--- src/hw/rtl/bpu_pkg.sv ---
// ----------------------------------------------------------------------------
// bpu_pkg: shared types and helpers for the projection update engine
// Sizes, request and result codes, register indexes, sequencer states and
// the saturation helper used by the datapath.
// ----------------------------------------------------------------------------
package bpu_pkg;

  localparam int MAX_ROWS = 64;
  localparam int MAX_COLS = 64;
  localparam int ROW_W    = $clog2(MAX_ROWS);
  localparam int COL_W    = $clog2(MAX_COLS);
  localparam int ADDR_W   = ROW_W + COL_W;
  localparam int DEPTH    = MAX_ROWS * MAX_COLS;
  localparam int CNT_W    = 7;
  localparam int DATA_W   = 32;
  localparam int CFG_W    = 24;
  localparam int IDX_W    = 3;

  // Request codes
  typedef enum logic [2:0] {
    REQ_WR_WEIGHT = 3'd0,
    REQ_WR_ACT    = 3'd1,
    REQ_ERR_ELEM  = 3'd2,
    REQ_RD_ERR    = 3'd3,
    REQ_ADJUST    = 3'd4,
    REQ_RD_WEIGHT = 3'd5
  } req_t;

  // Result kinds
  typedef enum logic [1:0] {
    KIND_ERR    = 2'd0,
    KIND_WEIGHT = 2'd1,
    KIND_ADJUST = 2'd2
  } kind_t;

  // Configuration register indexes
  typedef enum logic [IDX_W-1:0] {
    CFG_LRATE    = 3'd0,
    CFG_DECAY    = 3'd1,
    CFG_MOMENTUM = 3'd2,
    CFG_ROWS     = 3'd3,
    CFG_COLS     = 3'd4
  } cfg_idx_t;

  // Sequencer states
  typedef enum logic [3:0] {
    ST_CLEAR,
    ST_IDLE,
    ST_ROW,
    ST_MUL,
    ST_ACC,
    ST_ADJ_RD,
    ST_ADJ_MUL,
    ST_ADJ_WB,
    ST_WRD,
    ST_DONE
  } state_t;

  // Per-row contents of one ring cell
  typedef struct packed {
    logic signed [DATA_W-1:0] act;
    logic signed [DATA_W-1:0] err;
  } cell_data_t;

  // Clamp a wide signed value to the signed 32-bit range
  function automatic logic signed [DATA_W-1:0] sat32(input logic signed [63:0] v);
    logic signed [DATA_W-1:0] r;
    if (v > 64'sd2147483647) begin
      r = 32'sh7FFFFFFF;
    end else if (v < -64'sd2147483648) begin
      r = 32'sh80000000;
    end else begin
      r = v[DATA_W-1:0];
    end
    return r;
  endfunction

endpackage

--- src/hw/rtl/bpu_cell.sv ---
// ----------------------------------------------------------------------------
// bpu_cell: one cell of the row ring
// Holds one row's activation and error accumulator and takes its
// neighbor's contents whenever the ring rotates.
// ----------------------------------------------------------------------------
module bpu_cell (
  input  logic                  clk,
  input  logic                  rst_n,
  input  logic                  shift_en,
  input  bpu_pkg::cell_data_t   data_in,
  output bpu_pkg::cell_data_t   data_out
);

  bpu_pkg::cell_data_t data_r;
  bpu_pkg::cell_data_t data_nxt;

  // Hold or take the neighbor's row
  always_comb begin
    data_nxt = shift_en ? data_in : data_r;
  end

  always_ff @(posedge clk) begin
    if (!rst_n) begin
      data_r <= '0;
    end else begin
      data_r <= data_nxt;
    end
  end

  assign data_out = data_r;

endmodule

--- config.mk ---
export PLATFORM = sky130hd
export DESIGN_NAME = bpu_cell
export DESIGN_NICKNAME = d
export VERILOG_FILES = /design/src/hw/rtl/bpu_pkg.sv /design/src/hw/rtl/bpu_cell.sv
export SDC_FILE = /design/constraint.sdc
export NUM_CORES = 1
export LEC_CHECK = 0
export ABC_AREA = 1
export BUFFER_PORTS_ARGS = -buffer_cell sky130_fd_sc_hd__buf_4
export CORE_MARGIN = 2
export CORE_UTILIZATION = 46
export CTS_BUF_LIST = sky130_fd_sc_hd__clkbuf_4 sky130_fd_sc_hd__clkbuf_8 sky130_fd_sc_hd__clkbuf_16
export DETAILED_ROUTE_END_ITERATION = 7
export PLACE_DENSITY = 0.8
export SLEW_MARGIN = 15
export SYNTH_ARGS = -nofsm -noshare
export SYNTH_HDL_FRONTEND = slang
export SYNTH_SLANG_ARGS = --single-unit
--- constraint.sdc ---
create_clock -name clk -period 0.9 [get_ports clk]
set_clock_uncertainty 0.15 [all_clocks]
set_input_delay 0.045 -clock clk [delete_from_list [all_inputs] [get_ports clk]]
set_output_delay 0.045 -clock clk [all_outputs]
set_load 0.03 [all_outputs]
==> flow_summary.json, run 1 <==
{
  "status": "finished, violations left",
  "violations": "negative hold slack, negative setup slack",
  "synthMuxAreaShare_pct": 0,
  "yosysWarnings": 0,
  "drive_above_1_share_pct": 39.8,
  "grt_pass1_vias": 3238,
  "cp_data_required_time_ps": 700,
  "die_h_um": 80.2,
  "cts_buffers": 9,
  "gp_congestion": 0.715,
  "drc_errors": 0,
  "cts_sinks": 64,
  "fmax_ghz": 0.994,
  "ctsRootBufferMaster": "clkbuf_8",
  "tightest_slew_ps": 675,
  "leakage_nw": 2.73,
  "antenna_found_initial": 0,
  "critPathLaunchType": "flip-flop",
  "synth_top_cell_by_area": "dfxtp_1",
  "r2r_cells": 3,
  "drt_iter0_drc": 153,
  "worst_ep_arrival_time_ps": 810,
  "grt_max_degree": 65,
  "intPower_mw": 5.54,
  "switching_power_mw": 2.20,
  "peakVddDrop_uv": 1190,
  "die_area_sq_um": 6430,
  "worstPathMaxFanout": 2,
  "path_cells": "buf_6",
  "rsz0062_at_grt": "yes",
  "final-hold-violation-count": 3,
  "timing.rr.end": "data_out[46]",
  "rr_startpoint": "data_out[46]",
  "syn-cell-area_sq_um": 2670,
  "endpoint": "data_out[23]",
  "switching_share_pct": 28.4,
  "n_fill_cell": 252,
  "cts_tree": "done",
  "viasPerCell": 4.64,
  "area_delta_synth_final_pct": 84.7,
  "n_antenna_cell": 0,
  "critPathMaxStageDelay_ps": 350,
  "syn_avg_cell_area_sq_um": 6.59,
  "p_per_area_nw_per_um2": 1570,
  "p_clk_share_pct": 32.8,
  "holdWs_ps": -32.6,
  "largest_reg_flops": 64,
  "drt_pass1_iterations": 4,
  "synth_area_leaders": "dfxtp_1 48%, nand2_1 18%, nor2_1 18%, inv_1 9.0%, buf_6 5.1%",
  "synth_fp_nets": 472,
  "min_period_ps": 1010,
  "crit_type": "flip-flop to primary output",
  "cp_num_cells": 1,
  "postRouteWirelength_um": 9350,
  "core_sq_um": 5540,
  "relSlewSlack_pct": 55.0,
  "r2r_slack_ps": 20,
  "die-width_um": 80.2,
  "ant_nets": 0,
  "crit_buf_inv": 1,
  "layout.cells.non_filler": 682,
  "avgRoutedWirePerCell_um": 13.7,
  "synth-simple-area-share_pct": 36.0,
  "place.detailed.hpwl_um": 4360,
  "initial_core_util_pct": 48.2,
  "synth_cell_type_count": 7,
  "finalSetupTns_ps": -5870,
  "synth_fa_ha_area_share_pct": 0,
  "fin_ws_ps": -106,
  "yosysSeqAreaShare_pct": 48.0,
  "synth-compound-area-share_pct": 0,
  "dpl.cell_count": 592,
  "layout.nets": 672,
  "ys_ff_latch": 64,
  "fin_crit_sh_pct": 112,
  "h-tree-depth": 3,
  "grtUsageTotal_pct": 28.9,
  "syn_inst": 405,
  "drv_slew": 0,
  "end_kind": "primary output",
  "setup_viol": 65,
  "synth_top_family_by_area": "simple AND/OR/NAND/NOR gates",
  "hold_buffers": 64,
  "cp_slowest_cell": "dfxtp_2",
  "core.rowCount": 27,
  "ios": 131,
  "cp_top_family": "flip-flops",
  "synthXorXnorAreaFrac_pct": 0,
  "clk_path_buf_depth": 2,
  "path_clk_slew_ps": 70,
  "vias": 3165,
  "grt_pass1_wl_um": 14300,
  "port_buffers": 130,
  "crit_start": "data_out[23]",
  "seqPwrFrac_pct": 41.7,
  "insertion_delay_ps": 320,
  "maxCapViolCount": 0,
  "synth_top_area_share_pct": 48.0,
  "min_path_type": "input port to flip-flop",
  "pwr-share-comb_pct": 25.4,
  "grt_overflow_total": 0
}
## stage by stage
step | power, mW | utilization [%] | setup WS [ps] | cell area, sq um
2_1_floorplan | 4.08 | - | 38.3 | 2670
3_3_place_gp | 4.64 | 65.8 | -95.0 | 3640
3_5_place_dp | 4.67 | 65.8 | -121 | 3640
4_1_cts | 7.62 | 87.5 | -113 | 4850
5_1_grt | 8.03 | 89.0 | -135 | 4930
6_report | 7.73 | 89.0 | -106 | 4930
## cells by family after synthesis
group	after synthesis
buf+inv	85
flops	64
simple gates	256
## power by group through the flow
stage,Clock [mW],Sequential [mW],Combinational (mW)
after floorplan,0,3.58,0.496
after CTS,2.57,3.21,1.84
after detailed placement,0,3.20,1.47
final,2.54,3.23,1.97
after global placement,0,3.19,1.45
after global routing,2.68,3.24,2.10
## worst min-delay path, delay by kind of cell
family | cells | cell delay (ps)
and+or+nand+nor | 3 | 160
buffers and inverters | 1 | 210
## per-layer routing
layer | up-vias | global-route usage [%] | share of wire [%]
met4 | 0 | 17.8 | 3.6
met1 | 1444 | 26.7 | 37
met5 | - | 0 | 0
met2 | 146 | 54.5 | 52
met3 | 37 | 8.99 | 7.7
li1 | 1538 | - | -
## cells in the mapped netlist
library cell	n
nor2_1	128
buf_6	12
nand2_1	128
dfxtp_1	64
buf_4	3
buf_2	6
inv_1	64
## worst min path at each step
stage | start | endpoint | slack [ps] | cells after the start
floorplan | data_in[0] | data_out[0] | 80 | 4
global placement | data_in[16] | data_out[16] | 170 | 5
detailed placement | data_in[18] | data_out[18] | 190 | 5
CTS | shift_en | data_out[11] | -50 | 4
global route | shift_en | data_out[11] | -30 | 4
finish | shift_en | data_out[11] | -30 | 4
## timing repair
item	4_1_cts	5_1_grt
buffers inserted	5	7
endpoints found under the setup margin	64	81
gates resized for setup	128	25
hold endpoints to repair	64	3
pin swaps	0	7
## layout by cell type (no fill, tap or decap), drive strengths merged
master	synthesis	routed
buf	21	146
nand2	128	128
nor2	128	128
dfxtp	64	64
inv	64	64
dlygate4sd3	0	56
clkbuf	0	13
dlymetal6s4s	0	8
clkinv	0	2
bufinv	0	1
## layout make-up
class | instances | area [sq um] | share of cell area (%)
Timing Repair Buffer | 210 | 2050 | 41.5
Sequential cell | 64 | 1360 | 27.6
Multi-Input combinational cell | 256 | 986 | 20.0
Inverter | 64 | 240 | 4.87
Clock buffer | 13 | 166 | 3.37
Tap cell | 72 | 90.1 | 1.83
Clock inverter | 3 | 40.0 | 0.812
(Power assumes the default switching activity.)
==> run 2: changes to the inputs <==
- CORE_UTILIZATION: 46 -> 47
- CTS_BUF_LIST: sky130_fd_sc_hd__clkbuf_4 sky130_fd_sc_hd__clkbuf_8 sky130_fd_sc_hd__clkbuf_16 -> sky130_fd_sc_hd__clkbuf_8
- GPL_ROUTABILITY_DRIVEN: not set -> 1
- MAX_ROUTING_LAYER: not set -> met4
- PLACE_DENSITY: 0.8 -> 0.82
==> flow_summary.json, run 2 (same netlist as run 1, synthesis figures left out) <==
{
  "cp_top_family": "flip-flops",
  "grt_max_degree": 65,
  "drc_errors": 0,
  "ios": 131,
  "whs_endpoint": "data_out[53]",
  "gp_congestion": 0.760,
  "antenna_found_initial": 0,
  "drive_above_1_share_pct": 36.3,
  "ctsRootBufferMaster": "clkbuf_8",
  "port_buffers": 130,
  "fin_ws_ps": -116,
  "core_sq_um": 5510,
  "intPower_mw": 5.28,
  "grtUsageTotal_pct": 27.4,
  "insertion_delay_ps": 320,
  "min_path_type": "input port to flip-flop",
  "area_delta_synth_final_pct": 80.9,
  "layout.nets": 666,
  "p_per_area_nw_per_um2": 1530,
  "cts_tree": "done",
  "pwr-share-comb_pct": 25.7,
  "setup_viol": 67,
  "violations": "negative setup slack",
  "fin_crit_sh_pct": 113,
  "final_common_cell": "nand2_1",
  "vias": 2990,
  "drv_slew": 0,
  "cp_data_required_time_ps": 700,
  "rsz0062_at_grt": "yes",
  "tightest_slew_ps": 652,
  "crit_buf_inv": 1,
  "path_cells": "buf_6",
  "n_antenna_cell": 0,
  "rr_startpoint": "data_out[3]",
  "hp-start": "shift_en",
  "die_area_sq_um": 6300,
  "switching_share_pct": 28.4,
  "r2r_slack_ps": 20,
  "h-tree-depth": 3,
  "crit_type": "flip-flop to primary output",
  "fmax_ghz": 0.984,
  "critPathMaxStageDelay_ps": 360,
  "ant_nets": 0,
  "grt_overflow_total": 0,
  "hold_depth": 5,
  "fin_util_pct": 87.7,
  "crit_start": "data_out[15]",
  "cp_slowest_cell": "dfxtp_2",
  "die-width_um": 79.4,
  "place.detailed.hpwl_um": 4140,
  "largest_reg_flops": 64,
  "n_fill_cell": 298,
  "critPathLaunchType": "flip-flop",
  "min_period_ps": 1020,
  "postRouteWirelength_um": 8670,
  "seqPwrFrac_pct": 43.8,
  "layout.cells.most_common_list": "128 x nand2_1, 127 x nor2_1, 72 x buf_4",
  "drt_pass1_iterations": 5,
  "relSlewSlack_pct": 56.5,
  "peakVddDrop_uv": 1290,
  "final-hold-violation-count": 0,
  "worst_ep_arrival_time_ps": 820,
  "layout.cells.non_filler": 673,
  "avgRoutedWirePerCell_um": 12.9,
  "r2r_cells": 3,
  "drt_iter0_drc": 141,
  "cts_buffers": 9,
  "cts_sinks": 64,
  "clk_path_buf_depth": 2,
  "timing.rr.end": "data_out[3]",
  "initial_core_util_pct": 48.5,
  "die_h_um": 79.4,
  "core.rowCount": 27,
  "switching_power_mw": 2.09,
  "status": "finished, violations left",
  "dpl.cell_count": 591,
  "maxCapViolCount": 0,
  "grt_pass1_wl_um": 12800,
  "end_kind": "primary output",
  "leakage_nw": 2.67,
  "grt_pass1_vias": 2793,
  "p_clk_share_pct": 30.5,
  "worstPathMaxFanout": 2,
  "viasPerCell": 4.44,
  "path_clk_slew_ps": 60
}
==> run 2: metal layers <==
metal	track usage [%]	part of all wire, %
met5	-	0
met4	12.9	2.3
met3	4.41	5.4
met2	51.0	54
met1	28.1	38
==> run 2: worst max path at each step <==
stage / cells past startpoint / slack (ps) / to
final: 1 / -120 / data_out[15]
after global routing: 1 / -140 / data_out[51]
after CTS: 1 / -110 / data_out[53]
after detailed placement: 3 / -130 / data_out[22]
after global placement: 3 / -90 / data_out[16]
after floorplan: 2 / 40 / data_out[61]
==> run 2: area by class of cell <==
type	count	area, sq um	area share [%]
repair buffers	204	2000	41.3
flip-flops and latches	64	1360	28.2
multi-input cells	256	963	19.9
inverters	64	240	4.97
clock buffers	13	179	3.70
well taps	72	90.1	1.86
==> run 2: power by group through the flow <==
stage / clock, mW / sequential (mW) / combinational, mW
floorplan: 0 / 3.58 / 0.496
global placement: 0 / 3.19 / 1.44
detailed placement: 0 / 3.20 / 1.46
CTS: 2.28 / 3.21 / 1.81
global route: 2.43 / 3.24 / 2.03
finish: 2.25 / 3.23 / 1.90
==> run 2: tightest hold or removal path, stage by stage <==
cell	delay, ps
buf_4	160
buf_4	150
nand2_1	50
nand2_1	50
nor2_1	30
==> run 2: through the flow <==
| step | setup slack (ps) | hold slack, ps | setup TNS (ps) | area, sq um | power, mW |
|---|---|---|---|---|---|
| final | -116 | 54.4 | -5710 | 4830 | 7.37 |
| after global routing | -143 | 68.7 | -7680 | 4830 | 7.70 |
| after CTS | -114 | 38.4 | -6200 | 4780 | 7.31 |
| after detailed placement | -129 | 187 | -6070 | 3640 | 4.66 |
| after global placement | -89.8 | 177 | -5000 | 3640 | 4.63 |
| after floorplan | 38.3 | 83.2 | 0 | 2670 | 4.08 |
==> run 2: what timing repair did <==
action,CTS,global route
cloned,0,0
hold buffers,64,0
resized for setup,128,7
endpoints found under the setup margin,64,71
hold endpoints to repair,64,0
buffers inserted,1,4
